`config.mk`:
```
export PLATFORM = sky130hd
export DESIGN_NAME = nea_lane
export DESIGN_NICKNAME = d
export VERILOG_FILES = /design/src/rtl/nea_pkg.sv /design/src/rtl/nea_lane.sv
export SDC_FILE = /design/constraint.sdc
export NUM_CORES = 2
export LEC_CHECK = 0
export ABC_AREA = 1
export BUFFER_PORTS_ARGS = -buffer_cell sky130_fd_sc_hd__buf_2
export CORE_MARGIN = 2
export CORE_UTILIZATION = 45
export CTS_CLUSTER_DIAMETER = 100
export CTS_CLUSTER_SIZE = 16
export DETAILED_ROUTE_END_ITERATION = 6
export PLACE_DENSITY = 0.69
export SYNTH_ARGS = -nofsm -noshare
export SYNTH_HDL_FRONTEND = slang
export SYNTH_SLANG_ARGS = --single-unit
```
`constraint.sdc`:
```
create_clock -name clk -period 17 [get_ports clk]
set_input_delay 1.7 -clock clk [delete_from_list [all_inputs] [get_ports clk]]
set_output_delay 1.7 -clock clk [all_outputs]
set_load 0.01 [all_outputs]
```
`src/rtl/nea_pkg.sv`:
```
// Shared types, sizes and codes of the normal equation accumulator.
// No dependencies; used by every module under rtl.
package nea_pkg;

  localparam int MAX_VARS  = 4;
  localparam int MAX_FUNCS = 2;
  localparam int ROW_W     = 2;
  localparam int COL_W     = 2;
  localparam int FUNC_W    = (MAX_FUNCS > 1) ? $clog2(MAX_FUNCS) : 1;
  localparam int CNT_W     = 3;
  localparam int ACC_W     = 64;
  localparam int PROD_W    = 48;

  localparam logic [1:0] OP_CLEAR = 2'd0;
  localparam logic [1:0] OP_ACCUM = 2'd1;
  localparam logic [1:0] OP_READ  = 2'd2;

  localparam logic CFG_VARS  = 1'b0;
  localparam logic CFG_FUNCS = 1'b1;

  typedef enum logic [1:0] {
    ST_IDLE,
    ST_ACC,
    ST_READ
  } state_t;

  // control from the sequencer to every lane
  typedef struct packed {
    logic             clear;
    logic             issue;
    logic [ROW_W-1:0] issue_row;
    logic [ROW_W-1:0] rd_row;
  } lane_ctl_t;

  // readout beat request from the sequencer to the output register
  typedef struct packed {
    logic             load;
    logic             which;
    logic [ROW_W-1:0] row;
    logic [COL_W-1:0] col;
    logic             last;
  } emit_t;

  function automatic logic [CNT_W-1:0] clamp_vars(input logic [2:0] v);
    logic [CNT_W-1:0] r;
    if (v == 3'd0) begin
      r = CNT_W'(1);
    end else if (v > 3'(MAX_VARS)) begin
      r = CNT_W'(MAX_VARS);
    end else begin
      r = CNT_W'(v);
    end
    return r;
  endfunction

  function automatic logic [1:0] clamp_funcs(input logic [1:0] v);
    logic [1:0] r;
    if (v == 2'd0) begin
      r = 2'd1;
    end else if (v > 2'(MAX_FUNCS)) begin
      r = 2'(MAX_FUNCS);
    end else begin
      r = v;
    end
    return r;
  endfunction

endpackage

```
`src/rtl/nea_lane.sv`:
```
// One accumulation lane: a*b*weight pipeline and a saturating column store.
// Depends on nea_pkg.
module nea_lane (
  input  logic                      clk,
  input  logic                      rst,
  input  nea_pkg::lane_ctl_t        ctl,
  input  logic                      en,
  input  logic signed [15:0]        a,
  input  logic signed [15:0]        b,
  input  logic [15:0]               weight,
  output logic signed [63:0]        rd_data,
  output logic                      ovf
);
  import nea_pkg::*;

  logic signed [31:0]      p1;
  logic signed [PROD_W-1:0] p2;
  logic                    v1, v2;
  logic [ROW_W-1:0]        r1, r2;
  logic signed [ACC_W-1:0] col_store [MAX_VARS];
  logic [ROW_W-1:0]        rd_idx;
  logic signed [ACC_W-1:0] cur;
  logic signed [ACC_W:0]   sum;
  logic signed [ACC_W-1:0] sat_val;
  logic                    sat_hit;
  logic signed [48:0]      p2_full;

  assign p2_full = p1 * $signed({1'b0, weight});

  always_ff @(posedge clk) begin
    if (rst || ctl.clear) begin
      v1 <= 1'b0;
      v2 <= 1'b0;
    end else begin
      v1 <= ctl.issue;
      v2 <= v1;
    end
    r1 <= ctl.issue_row;
    r2 <= r1;
    p1 <= a * b;
    p2 <= p2_full[PROD_W-1:0];
  end

  // single read port: the accumulate row wins while it is in flight
  assign rd_idx  = v2 ? r2 : ctl.rd_row;
  assign cur     = col_store[rd_idx];
  assign rd_data = cur;

  assign sum     = {cur[ACC_W-1], cur} + (ACC_W+1)'(p2);
  assign sat_hit = sum[ACC_W] != sum[ACC_W-1];

  always_comb begin
    if (!sat_hit) begin
      sat_val = sum[ACC_W-1:0];
    end else if (sum[ACC_W]) begin
      sat_val = {1'b1, {(ACC_W-1){1'b0}}};
    end else begin
      sat_val = {1'b0, {(ACC_W-1){1'b1}}};
    end
  end

  always_ff @(posedge clk) begin
    if (rst || ctl.clear) begin
      ovf <= 1'b0;
      for (int i = 0; i < MAX_VARS; i++) begin
        col_store[i] <= '0;
      end
    end else if (v2 && en) begin
      col_store[r2] <= sat_val;
      if (sat_hit) begin
        ovf <= 1'b1;
      end
    end
  end

endmodule

```
==> metrics.yaml <==
worst_setup_path:
  slowest_stage: "fa_1"
  crit_path_end_kind: "flop"
  reg2reg_from: "p1[31]"
  required_ns: 17.52
  cp_num_buf_inv: 4
  worstRegToRegCells: 18
  worst_ep_arrival_time_ns: 7.86
  crit_top_cell: "fa_1"
  start_kind: "primary input"
  crit_type: "primary input to flop"
  path_cells: "buf_2, nand2_1, fa_1, fa_1, inv_1, fa_1, fa_1, fa_1, inv_1, fa_1, inv_1, ha_1, nand2_1, nor2_1, nand2_1, nor4_1, nand3_1, nand4_1, xor2_1"
  critical-path-max-stage-delay_ns: 0.73
  r2r_end: "p2[44]"
  cp_top_family: "adder cells"
  ff2ff_setup_slack_ns: 10.58
  cp_max_fo: 32
floorplan:
  rows: 118
  die_y_um: 326.6
  dieWidth_um: 326.6
  start_util_pct: 45.32
  io_pins: 122
  coreArea_mm2: 0.1033
  fp.dieArea_mm2: 0.1067
sta:
  relSlewSlack_pct: 26.00
  final.setup.tns_ns: 0
  tightest_slew_ns: 1.110
  finalHoldViolations: 0
  max_freq_mhz: 136.3
  finalCriticalPeriod_ns: 7.339
  rsz0062_at_grt: "no"
  fin_skew_ns: 0.03170
  period_share_pct: 43.17
  final_max_slew_viol_count: 0
  finalSetupViolations: 0
logic_synthesis:
  synth-adder-area-share_pct: 38.88
  avgSynthCellArea_um2: 7.901
  synth_edf_count: 256
  synth-compound-area-share_pct: 5.274
  synth_area_mm2: 0.04683
  muxShareOfSynthArea_pct: 0.02137
  synth_ff_type: "edfxtp_1"
  synthSimpleGateAreaFrac_pct: 19.21
  async_reset_ff_share_pct: 0
  synth.distinct_cells: 39
  synth_top_family_by_area: "adder cells"
  ys.warnings.count: 0
  syn_inst: 5928
  synth_seq_cells: 343
  synth_nets: 6992
  synthXorXnorAreaFrac_pct: 2.338
  yosysSeqAreaShare_pct: 20.13
detailed_routing:
  route.detailed.drc: 0
  drtAntennaViolNets: 0
  initialDrtViolationCount: 2680
  vias_per_cell: 5.132
  dr.pass1.iters: 6
  wl_per_cell_um: 17.72
  num_vias: 37178
  routed_wl_um: 128300
clock_network:
  holdBufCountCts: 0
  insertion_delay_ns: 0.61
  numCtsBuffers: 27
  cts_resized: 0
  cts_setup_buffers: 0
  clockRootBuffer: "clkbuf_16"
  clk_pin_slew_ns: 0.08
  cts_sinks: 343
  htreeDepth: 1
  cts_buffer_depth: 3
  cts_tree: "done"
final_layout:
  stdcell_count: 7244
  final_cell_mix: "1,634 x nand2_1, 1,506 x inv_1, 747 x fa_1"
  fillers: 10200
  area.growth.synth_to_final_pct: 5.076
  final_common_cell: "nand2_1"
  layout-drive-gt1-share_pct: 3.462
  finalNetCount: 6906
  final_cell_area_mm2: 0.04921
hold_path:
  hold_depth: 0
  min_to: "r2[0]"
  min_path_type: "flop to flop"
  hold_start: "r1[0]"
grt:
  grt_overflow_total: 0
  grt_pass1_wl_um: 208800
  antenna_found_initial: 1
  grt_use_total_pct: 24.65
  grt_pass1_vias: 38978
  grt_max_degree: 83
placed_design:
  placed_cells: 7193
  place_congestion: 0.9795
  io_buffers: 121
  dpl_cell_area_mm2: 0.04840
  hpwl_um: 99100
run:
  maxCapViolations: 0
status:
  status: "completed"
[metrics by stage]
step	hold slack, ns	setup WS, ns	utilization (%)
6_report	0.3306	9.661	47.62
5_1_grt	0.3344	9.253	47.62
4_1_cts	0.3305	9.647	47.62
2_1_floorplan	0.3096	9.858	-
3_5_place_dp	0.3121	9.025	46.83
3_3_place_gp	0.3173	9.239	46.83
[worst max path at each step]
stage               from      to  slack [ns]  cells past startpoint
5_1_grt        weight[2]  p2[44]        9.25                     19
6_report       weight[2]  p2[44]        9.66                     19
4_1_cts        weight[2]  p2[44]        9.65                     19
3_5_place_dp   weight[2]  p2[44]        9.03                     19
2_1_floorplan       b[3]  p1[29]        9.86                     24
3_3_place_gp   weight[2]  p2[45]        9.24                     19
[sequential cells by signal, summed over array words and instances, names as in the netlist]
name       cells
col_store    256
p2            48
p1            32
r1             2
r2             2
ovf            1
v1             1
v2             1
[layout make-up]
type | instances | area [um^2] | share of cell area, %
multi-input cells | 3826 | 30860 | 62.70
flip-flops and latches | 343 | 9429 | 19.16
inverters | 1507 | 5659 | 11.50
well taps | 1380 | 1727 | 3.509
clock buffers | 44 | 739.5 | 1.503
repair buffers | 137 | 725.7 | 1.475
clock inverters | 6 | 72.57 | 0.1475
diodes | 1 | 2.502 | 0.005085
[logic make-up after synthesis]
| logic type | count (synthesis) |
|---|---|
| simple gates | 2285 |
| buf+inv | 1759 |
| fa+ha+maj | 1007 |
| compound gates | 408 |
| flops | 343 |
| xor+xnor | 125 |
| mux | 1 |
[synth_stat cells (all sizes together), types with 6 or more instances]
library cell | n | area share (%)
a21o | 12 | 0.19
dfxtp | 87 | 3.7
nand2 | 1646 | 13
inv | 1507 | 12
nor3 | 22 | 0.26
nand4 | 26 | 0.35
a21oi | 207 | 2.2
ha | 260 | 6.9
xnor2 | 65 | 1.2
nand3 | 140 | 1.5
buf | 23 | 0.23
nor4 | 9 | 0.12
a31oi | 17 | 0.23
o21bai | 25 | 0.40
nand3b | 15 | 0.24
xor2 | 60 | 1.1
clkbuf | 229 | 1.8
or2 | 9 | 0.12
fa | 747 | 32
o21a | 6 | 0.096
o21ai | 61 | 0.65
a32oi | 64 | 1.2
edfxtp | 256 | 16
nor2 | 411 | 3.3
[routing by layer]
| layer | vias to the layer above | track usage [%] | share of wire [%] |
|---|---|---|---|
| met2 | 1237 | 42.29 | 48 |
| met1 | 18403 | 33.16 | 42 |
| met3 | 221 | 2.854 | 7.0 |
| met5 | - | 0 | 0 |
| li1 | 17317 | - | - |
| met4 | 0 | 6.462 | 3.0 |
Power is not shown: default switching activity piles up to over one toggle a cycle in this logic, so the estimate is an artifact.
