`config.mk`:
```
export PLATFORM = sky130hd
export DESIGN_NAME = nea_ctrl
export DESIGN_NICKNAME = d
export VERILOG_FILES = /design/src/rtl/nea_pkg.sv /design/src/rtl/nea_ctrl.sv
export SDC_FILE = /design/constraint.sdc
export NUM_CORES = 1
export LEC_CHECK = 0
export BUFFER_PORTS_ARGS = -buffer_cell sky130_fd_sc_hd__buf_4
export CORE_UTILIZATION = 40
export CTS_CLUSTER_DIAMETER = 80
export CTS_CLUSTER_SIZE = 24
export DETAILED_ROUTE_END_ITERATION = 6
export PLACE_DENSITY = 0.65
export SLEW_MARGIN = 25
export SYNTH_ARGS = -nofsm -noshare
export SYNTH_HDL_FRONTEND = slang
export SYNTH_SLANG_ARGS = --single-unit
```
`constraint.sdc`:
```
create_clock -name clk -period 4.3 [get_ports clk]
set_input_delay 0.215 -clock clk [delete_from_list [all_inputs] [get_ports clk]]
set_output_delay 0.215 -clock clk [all_outputs]
set_load 0.1 [all_outputs]
```
`src/rtl/nea_pkg.sv`:
```
// Shared types, sizes and codes of the normal equation accumulator.
// No dependencies; used by every module under rtl.
package nea_pkg;

  localparam int MAX_VARS  = 4;
  localparam int MAX_FUNCS = 2;
  localparam int ROW_W     = 2;
  localparam int COL_W     = 2;
  localparam int FUNC_W    = (MAX_FUNCS > 1) ? $clog2(MAX_FUNCS) : 1;
  localparam int CNT_W     = 3;
  localparam int ACC_W     = 64;
  localparam int PROD_W    = 48;

  localparam logic [1:0] OP_CLEAR = 2'd0;
  localparam logic [1:0] OP_ACCUM = 2'd1;
  localparam logic [1:0] OP_READ  = 2'd2;

  localparam logic CFG_VARS  = 1'b0;
  localparam logic CFG_FUNCS = 1'b1;

  typedef enum logic [1:0] {
    ST_IDLE,
    ST_ACC,
    ST_READ
  } state_t;

  // control from the sequencer to every lane
  typedef struct packed {
    logic             clear;
    logic             issue;
    logic [ROW_W-1:0] issue_row;
    logic [ROW_W-1:0] rd_row;
  } lane_ctl_t;

  // readout beat request from the sequencer to the output register
  typedef struct packed {
    logic             load;
    logic             which;
    logic [ROW_W-1:0] row;
    logic [COL_W-1:0] col;
    logic             last;
  } emit_t;

  function automatic logic [CNT_W-1:0] clamp_vars(input logic [2:0] v);
    logic [CNT_W-1:0] r;
    if (v == 3'd0) begin
      r = CNT_W'(1);
    end else if (v > 3'(MAX_VARS)) begin
      r = CNT_W'(MAX_VARS);
    end else begin
      r = CNT_W'(v);
    end
    return r;
  endfunction

  function automatic logic [1:0] clamp_funcs(input logic [1:0] v);
    logic [1:0] r;
    if (v == 2'd0) begin
      r = 2'd1;
    end else if (v > 2'(MAX_FUNCS)) begin
      r = 2'(MAX_FUNCS);
    end else begin
      r = v;
    end
    return r;
  endfunction

endpackage

```
`src/rtl/nea_ctrl.sv`:
```
// Sequencer: row issue for accumulate beats, entry walk for readout.
// Depends on nea_pkg.
module nea_ctrl (
  input  logic                      clk,
  input  logic                      rst,
  input  logic                      in_fire,
  input  logic [1:0]                op,
  input  logic [nea_pkg::CNT_W-1:0] nx,
  input  logic [1:0]                nf,
  input  logic                      out_free,
  output logic                      busy,
  output nea_pkg::lane_ctl_t        ctl,
  output nea_pkg::emit_t            emit
);
  import nea_pkg::*;

  state_t           state, state_next;
  logic [CNT_W-1:0] cnt;
  logic             rd_which;
  logic [ROW_W-1:0] rd_row;
  logic [COL_W-1:0] rd_col;
  logic             row_end, col_end, acc_done, is_last;

  assign row_end  = {1'b0, rd_row} == nx - CNT_W'(1);
  assign col_end  = rd_which ? (rd_col == COL_W'(nf - 2'd1))
                             : ({1'b0, rd_col} == nx - CNT_W'(1));
  assign is_last  = rd_which && row_end && col_end;
  assign acc_done = cnt == nx + CNT_W'(1);

  always_comb begin
    state_next = state;
    case (state)
      ST_IDLE: begin
        if (in_fire && op == OP_ACCUM) begin
          state_next = ST_ACC;
        end else if (in_fire && op == OP_READ) begin
          state_next = ST_READ;
        end
      end
      ST_ACC: begin
        if (acc_done) begin
          state_next = ST_IDLE;
        end
      end
      ST_READ: begin
        if (out_free && is_last) begin
          state_next = ST_IDLE;
        end
      end
      default: state_next = ST_IDLE;
    endcase
  end

  always_comb begin
    busy          = 1'b1;
    ctl.clear     = 1'b0;
    ctl.issue     = 1'b0;
    ctl.issue_row = cnt[ROW_W-1:0];
    ctl.rd_row    = rd_row;
    emit.load     = 1'b0;
    emit.which    = rd_which;
    emit.row      = rd_row;
    emit.col      = rd_col;
    emit.last     = is_last;
    case (state)
      ST_IDLE: begin
        busy      = 1'b0;
        ctl.clear = in_fire && op == OP_CLEAR;
      end
      ST_ACC: begin
        ctl.issue = cnt < nx;
      end
      ST_READ: begin
        emit.load = out_free;
      end
      default: begin
        busy = 1'b1;
      end
    endcase
  end

  always_ff @(posedge clk) begin
    if (rst) begin
      state    <= ST_IDLE;
      cnt      <= '0;
      rd_which <= 1'b0;
      rd_row   <= '0;
      rd_col   <= '0;
    end else begin
      state <= state_next;
      if (state == ST_ACC) begin
        cnt <= cnt + CNT_W'(1);
      end else begin
        cnt <= '0;
      end
      if (state != ST_READ) begin
        rd_which <= 1'b0;
        rd_row   <= '0;
        rd_col   <= '0;
      end else if (out_free) begin
        if (col_end) begin
          rd_col <= '0;
          if (row_end) begin
            rd_row   <= '0;
            rd_which <= 1'b1;
          end else begin
            rd_row <= rd_row + ROW_W'(1);
          end
        end else begin
          rd_col <= rd_col + COL_W'(1);
        end
      end
    end
  end

endmodule

```
==> metrics.yaml, run 1 <==
drive_gt1_share_pct: 30.36
root_buffer: "clkbuf_4"
cts_num_sinks: 10
power.switching_mw: 0.1085
p_seq_share_pct: 35.0
end_kind: "output pin"
power_mw: 0.2863
synth-seq-cells: 10
cts_setup_buffers: 0
cts_tree: "done"
stdcell_area_um2: 982.2
min_period_over_period_pct: 47.38
ios: 25
sw_frac_of_total_pct: 37.88
busiest_layer: "met2"
clk_latency_ns: 0.27
p_comb_share_pct: 34.3
grt_usage_pct: 15.94
worstPathMaxFanout: 10
met2_usage_pct: 24.79
period_needed_ns: 2.038
n_antenna_cell: 0
yosysTopAreaCell: "dfxtp_1"
wire_per_inst_um: 11.05
finalWirelength_um: 1514
yosysUniqueCellTypes: 33
syn-mean-instance-area_um2: 8.580
slew_headroom_pct: 72.32
grt_antenna_before_repair: 0
grt_max_degree: 11
gp_congestion: 0.7444
overflow: 0
min_path_type: "in -> reg"
tightest_slew_ns: 0.4099
cts_buffers: 3
power.internal_mw: 0.1778
rows: 15
synth_top_area_share_pct: 25.64
clock_power_share_pct: 30.7
synthesis.area_um2: 780.7
grt_pass1_vias: 575
path_class: "reg -> out"
ir_drop_uv: 179.1
syn_to_final_growth_pct: 25.80
outcome: "completed"
finalSetupTns_ns: 0
grt_use_met3_pct: 4.706
crit_path_start_kind: "flop"
dieArea_um2: 2133
vias: 690
r2r_cells: 5
grtUsageMet1_pct: 18.74
start_util_pct: 43.79
maxSlewViolCount: 0
rsz0062_at_grt: "false"
timing.critical_path.required_ns: 4.09
synth_warnings: 0
fin_worst_skew_ns: 0.0004417
io_buffers: 24
core_area_um2: 1783
final_cell_mix: "buf_4 (24), nor2_1 (10), dfxtp_1 (10)"
final_nets: 130
cts_buffer_depth: 2
place_area_um2: 945.9
first_pass_iters: 4
final-setup-viol-count: 0
drc: 0
synth_cells: 91
grt_pass1_wl_um: 2332
hpwl_um: 1262
hold_buffers: 0
final_common_cell: "buf_4"
die_x_um: 46.18
clk_pin_slew_ns: 0.07
ant_nets: 0
yosysSeqAreaShare_pct: 25.64
drtIter0Drc: 14
hold_viol: 0
timing.fmax_mhz: 490.8
viasPerCell: 5.036
drv_cap: 0
dieHeight_um: 46.18
pwr_density_cell_nw_per_um2: 291.5
syn_nets: 108
worstHoldPathCells: 2
p_leak_nw: 0.4237
yosys-top-cells-area: "dfxtp_1 (26%), ha_1 (9.6%), buf_4 (6.7%), xnor2_1 (5.6%), nor2_1 (4.8%)"
ctsResizeCount: 0
cts-htree-levels: 1
cp.arrival_ns: 1.82
-- flip-flops by register name, summed over array words and instances (netlist names) --
name      cells
cnt           3
rd_which      1
rd_col        2
rd_row        2
state         2
-- cell usage after synthesis --
master	number
dfxtp_1	10
nor2_1	10
inv_1	9
buf_4	7
ha_1	6
xnor2_1	5
a21oi_1	4
xor2_1	4
nand2_1	3
nand2b_1	3
o21ai_0	3
and3_1	2
nand3b_1	2
nor2b_1	2
nor4b_1	2
o211ai_1	2
a211oi_1	1
a211oi_2	1
a31oi_1	1
mux2i_1	1
nand3_1	1
nor3_1	1
nor4bb_1	1
o2111ai_2	1
o211a_1	1
o22ai_1	1
o311ai_4	1
o31ai_1	1
o31ai_2	1
o41ai_1	1
or2_2	1
or3_1	1
or4b_1	1
-- metrics by stage --
step | worst slack [ns] | cells | hold WS, ns | utilization [%]
after floorplan | 0.1516 | 91 | 0.3169 | -
after global placement | 2.234 | 133 | 0.4356 | 53.05
after detailed placement | 2.187 | 133 | 0.4391 | 53.05
after CTS | 2.253 | 137 | 0.1474 | 55.09
after global routing | 2.104 | 137 | 0.1583 | 55.09
final | 2.262 | 137 | 0.1475 | 55.09
-- power by group through the flow --
stage          sequential, mW  clock [mW]  combinational, mW
5_1_grt                 0.101      0.0939              0.105
2_1_floorplan           0.104           0             0.0723
3_3_place_gp            0.102           0             0.0984
6_report                0.100      0.0879             0.0983
4_1_cts                 0.100      0.0893             0.0990
3_5_place_dp            0.102           0             0.0987
-- cell families after synthesis --
family	synth area share [%]
and+or+nand+nor	21.47
AOI/OAI and AO/OA	20.83
buffers and inverters	11.06
DFF	25.64
xor gates and xnor gates	10.10
adders and majority gates	9.615
muxes	1.282
-- layout make-up --
class | instances | area [µm²]
Timing Repair Buffer | 24 | 180.2
Inverter | 9 | 33.78
Sequential cell | 10 | 200.2
Clock buffer | 4 | 36.28
Fill cell | 177 | 800.8
Multi-Input combinational cell | 65 | 500.5
Tap cell | 25 | 31.28
-- critical path: stages, from the launching register on --
cell and delay [ns]:
dfxtp_1 0.58, nor2b_1 0.10, a211oi_2 0.26, o211ai_1 0.18
nor2_1 0.14, buf_4 0.29
-- routing by layer --
layer  wire length (µm)  part of all wire (%)
met1                667                    44
met2                730                    48
met3                 77                   5.1
met4                 39                   2.6
met5                  0                     0
-- final timing paths --
check	startpoint	end	slack, ns
worst min-delay path	rst	state[0]$_SDFFE_PP0P_	0.15
worst max-delay path	rd_which$_SDFFE_PP0P_	emit[0]	2.26
worst min register to register	cnt[0]$_SDFF_PP0_	cnt[0]$_SDFF_PP0_	0.47
worst max register to register	rd_which$_SDFFE_PP0P_	rd_row[1]$_SDFFE_PP0P_	2.42
Note: power is estimated with default switching activity, not from simulation.
==> run 2, diff against run 1 <==
- clock period: 4.3 -> 2.1 ns (I/O delays scaled with it)
==> run 2 against run 1 <==
Core utilization increased by 1.9 points; sequential cell count did not move; total power is 110% higher; largest cell class unchanged; critical endpoint unchanged; sequential share of layout area is 0.43 points lower; sequential power up 110%; setup slack got worse by 2.0 ns; cell count is 0.73% higher; critical path type unchanged; die area unchanged.
==> metrics.yaml, run 2 (synthesized netlist as in run 1, its figures left out) <==
outcome: "completed"
cts_buffers: 3
p_comb_share_pct: 35.7
crit_path_start_kind: "flop"
largest_reg_flops: 3
rows: 15
hold_viol: 0
fin_worst_skew_ns: 0.005875
largest_register: "cnt"
drc: 0
fin_util_pct: 56.98
gp_congestion: 0.7658
min_path_type: "in -> reg"
finalWirelength_um: 1517
power_mw: 0.5929
n_antenna_cell: 0
clk_latency_ns: 0.26
first_pass_iters: 4
grt_usage_pct: 15.53
grt_pass1_vias: 607
wire_per_inst_um: 10.99
grt_max_degree: 11
path_class: "reg -> out"
cp.arrival_ns: 1.78
sw_frac_of_total_pct: 37.61
clk_pin_slew_ns: 0.07
tightest_slew_ns: 0.4525
overflow: 0
drv_cap: 0
syn_to_final_growth_pct: 30.13
timing.critical_path.required_ns: 2.00
nFillCells: 170
rsz0062_at_grt: "false"
period_needed_ns: 1.886
cts_tree: "done"
cts-htree-levels: 1
grt_antenna_before_repair: 0
end_kind: "output pin"
dieArea_um2: 2133
cts_setup_buffers: 0
min_period_over_period_pct: 89.80
pwr_density_cell_nw_per_um2: 583.6
power.internal_mw: 0.3699
hold_buffers: 0
dieHeight_um: 46.18
core_area_um2: 1783
final-setup-viol-count: 0
final_cell_mix: "buf_4 (25), nor2_1 (10), inv_1 (9)"
drtIter0Drc: 15
ff_latch_area_um2: 202.7
die_x_um: 46.18
ios: 25
vias: 673
final_common_cell: "buf_4"
p_seq_share_pct: 34.9
start_util_pct: 43.79
timing.fmax_mhz: 530.3
hpwl_um: 1262
slew_headroom_pct: 69.44
viasPerCell: 4.877
drive_gt1_share_pct: 33.63
root_buffer: "clkbuf_4"
cts_num_sinks: 10
ant_nets: 0
cts_buffer_depth: 2
multi_input_area_um2: 524.3
power.switching_mw: 0.2230
finalSetupTns_ns: 0
final_nets: 131
ir_drop_uv: 312.8
maxSlewViolCount: 0
p_leak_nw: 0.4433
grt_pass1_wl_um: 2401
worstPathMaxFanout: 10
io_buffers: 24
ctsResizeCount: 0
clock_power_share_pct: 29.5
r2r_slack_ns: 0.35
run 2: power by group through the flow:
stage	Combinational (mW)	Sequential (mW)	Clock, mW
floorplan	0.156	0.215	0
global placement	0.211	0.211	0
detailed placement	0.213	0.211	0
CTS	0.213	0.207	0.183
global route	0.227	0.208	0.191
finish	0.212	0.207	0.175
run 2: worst paths after layout:
path,to,startpoint,depth (start not counted)
max,emit[0],rd_which$_SDFFE_PP0P_,5
min,state[0]$_SDFFE_PP0P_,rst,2
max reg2reg,rd_row[1]$_SDFFE_PP0P_,rd_which$_SDFFE_PP0P_,5
min reg2reg,cnt[0]$_SDFF_PP0_,cnt[0]$_SDFF_PP0_,1
run 2: through the flow:
stage / hold slack (ns) / cells / instance area, µm² / setup slack [ns]
2_1_floorplan: 0.2069 / 91 / 813.3 / -0.2201
3_3_place_gp: 0.3254 / 134 / 979.7 / 0.2178
3_5_place_dp: 0.3272 / 134 / 979.7 / 0.1717
4_1_cts: 0.04089 / 138 / 1016 / 0.1969
5_1_grt: 0.04977 / 138 / 1016 / 0.06252
6_report: 0.05050 / 138 / 1016 / 0.2141
run 2: critical path, stage by stage, from the launching register on:
cell	delay, ns
dfxtp_1	0.55
nor2b_1	0.10
a211oi_2	0.25
o211ai_1	0.18
nor2_1	0.14
buf_4	0.29
run 2: per-layer routing:
metal | wire [µm] | share of wire (%) | GRT usage (%)
met5 | 0 | 0 | 0
met4 | 11 | 0.73 | 7.059
met3 | 55 | 3.6 | 2.353
met2 | 661 | 44 | 23.66
met1 | 788 | 52 | 21.26
run 2: final cells by class:
cell class	count	area share, %
Inverter	9	3.325
Tap cell	25	3.079
Clock buffer	4	3.571
Sequential cell	10	19.95
Multi-Input combinational cell	65	51.60
Timing Repair Buffer	25	18.47
==> run 3, diff against run 2 <==
- CAP_MARGIN: default -> 0
- CELL_PAD_IN_SITES_DETAIL_PLACEMENT: default -> 1
- CELL_PAD_IN_SITES_GLOBAL_PLACEMENT: default -> 2
- CORE_UTILIZATION: 40 -> 28
- PLACE_DENSITY: 0.65 -> default
- PLACE_DENSITY_LB_ADDON: default -> 0.1
==> run 3 against run 2 <==
Die area grew 41%; first-iteration DRC count shrank 73%; combinational power is essentially flat; final area grew 0.74%; non-clock buffer count is the same; routed wire length grew 24%; largest power group unchanged.
==> metrics.yaml, run 3 (synthesized netlist as in run 1, its figures left out) <==
hold_viol: 0
drv_cap: 0
syn_to_final_growth_pct: 31.09
vias: 698
grt_antenna_before_repair: 0
period_needed_ns: 1.936
n_antenna_cell: 0
grt_max_degree: 11
pwr_density_cell_nw_per_um2: 582.6
slowest_delay_ns: 0.45
maxSlewViolCount: 0
timing.critical_path.required_ns: 2.00
grt_pass1_vias: 672
start_util_pct: 30.68
ios: 25
regToRegEndpoint: "rd_row[1]$_SDFFE_PP0P_"
rows: 18
cts-htree-levels: 1
first_pass_iters: 4
viasPerCell: 4.881
path_class: "reg -> out"
final_common_cell: "buf_4"
dieArea_um2: 3004
cts_buffers: 3
drive_gt1_share_pct: 34.51
slew_headroom_pct: 64.37
cp_cell_sequence: "xnor2_1, nor3_1, nand2_1, nor2_1, buf_4"
ant_nets: 0
final_nets: 131
worstPathMaxFanout: 6
dieHeight_um: 54.81
clk_pin_slew_ns: 0.07
stdcell_area_um2: 1023
gp_congestion: 0.8315
cts_tree: "done"
final-setup-viol-count: 0
cts_num_sinks: 10
overflow: 0
hpwl_um: 1585
rr_startpoint: "rd_which$_SDFFE_PP0P_"
min_period_over_period_pct: 92.18
end_kind: "output pin"
power_mw: 0.5963
grt_usage_pct: 14.16
place_area_um2: 985.9
final_cell_mix: "buf_4 (25), nor2_1 (10), inv_1 (9)"
die_x_um: 54.81
root_buffer: "clkbuf_4"
r2r_cells: 5
tightest_slew_ns: 0.5275
crit_path_start_kind: "flop"
min_path_type: "in -> reg"
largest_register: "cnt"
io_buffers: 24
ir_drop_uv: 357.6
drtIter0Drc: 4
cts_buffer_depth: 2
worstHoldPathCells: 2
cts_setup_buffers: 0
rsz0062_at_grt: "false"
p_leak_nw: 0.4438
hp-start: "rst"
finalWirelength_um: 1880
grt_pass1_wl_um: 2960
cp.arrival_ns: 1.83
wire_per_inst_um: 13.15
clk_latency_ns: 0.26
largest_reg_flops: 3
drc: 0
crit_slowest_cell: "dfxtp_1"
timing.fmax_mhz: 516.6
r2r_slack_ns: 0.44
hold_end: "state[0]$_SDFFE_PP0P_"
outcome: "completed"
core_area_um2: 2545
fin_worst_skew_ns: 0.004955
run 3: worst max-delay path by stage:
stage / from / to / cells after the start
floorplan: state[1]$_SDFFE_PP0P_ / ctl[5] / 3
finish: rd_row[0]$_SDFFE_PP0P_ / emit[0] / 5
CTS: rd_which$_SDFFE_PP0P_ / emit[0] / 5
global route: rd_row[0]$_SDFFE_PP0P_ / emit[0] / 5
detailed placement: nx[0] / rd_row[1]$_SDFFE_PP0P_ / 8
global placement: nx[0] / rd_row[1]$_SDFFE_PP0P_ / 8
run 3: area by class of cell:
type	instances	area, µm²
clock buffers	4	36.28
repair buffers	25	187.7
multi-input cells	65	524.3
fillers	304	1521
inverters	9	33.78
well taps	30	37.54
flip-flops and latches	10	203.9
run 3: power breakdown:
group,switching (mW),leakage [nW],internal (mW),total (mW)
clock,0.0701,0.0210,0.105,0.175
combinational,0.146,0.340,0.0684,0.214
sequential,0.0105,0.0825,0.197,0.207
run 3: metrics by stage:
step / cells / setup slack [ns] / hold slack [ns] / TNS (ns) / util (%)
4_1_cts: 143 / 0.06589 / 0.04052 / 0 / 40.17
3_3_place_gp: 139 / 0.2085 / 0.3318 / 0 / 38.74
2_1_floorplan: 91 / -0.2201 / 0.2069 / -0.2201 / -
3_5_place_dp: 139 / 0.1685 / 0.3348 / 0 / 38.74
5_1_grt: 143 / 0.06026 / 0.04099 / 0 / 40.22
6_report: 143 / 0.1642 / 0.05119 / 0 / 40.22
run 3: routing by layer:
layer  track usage, %  wire (µm)  vias to the layer above  part of all wire [%]
met1            18.17        935                      321                    50
met3            3.333         95                        2                   5.1
met2            22.69        839                       16                    45
met4            5.128         10                        0                  0.53
met5                0          0                        -                     0
li1                 -          -                      359                     -
run 3: critical path: cells and delay by family (launching register included):
| family | cells | cell delay (ns) |
|---|---|---|
| XOR/XNOR | 1 | 0.11 |
| AND/OR/NAND/NOR | 3 | 0.71 |
| buffers and inverters | 1 | 0.30 |
| flip-flops | 1 | 0.45 |
run 3: what timing repair did:
item                                    CTS  global route
hold buffers                              0             0
gates resized for setup                   0             1
endpoints found under the setup margin    0             1
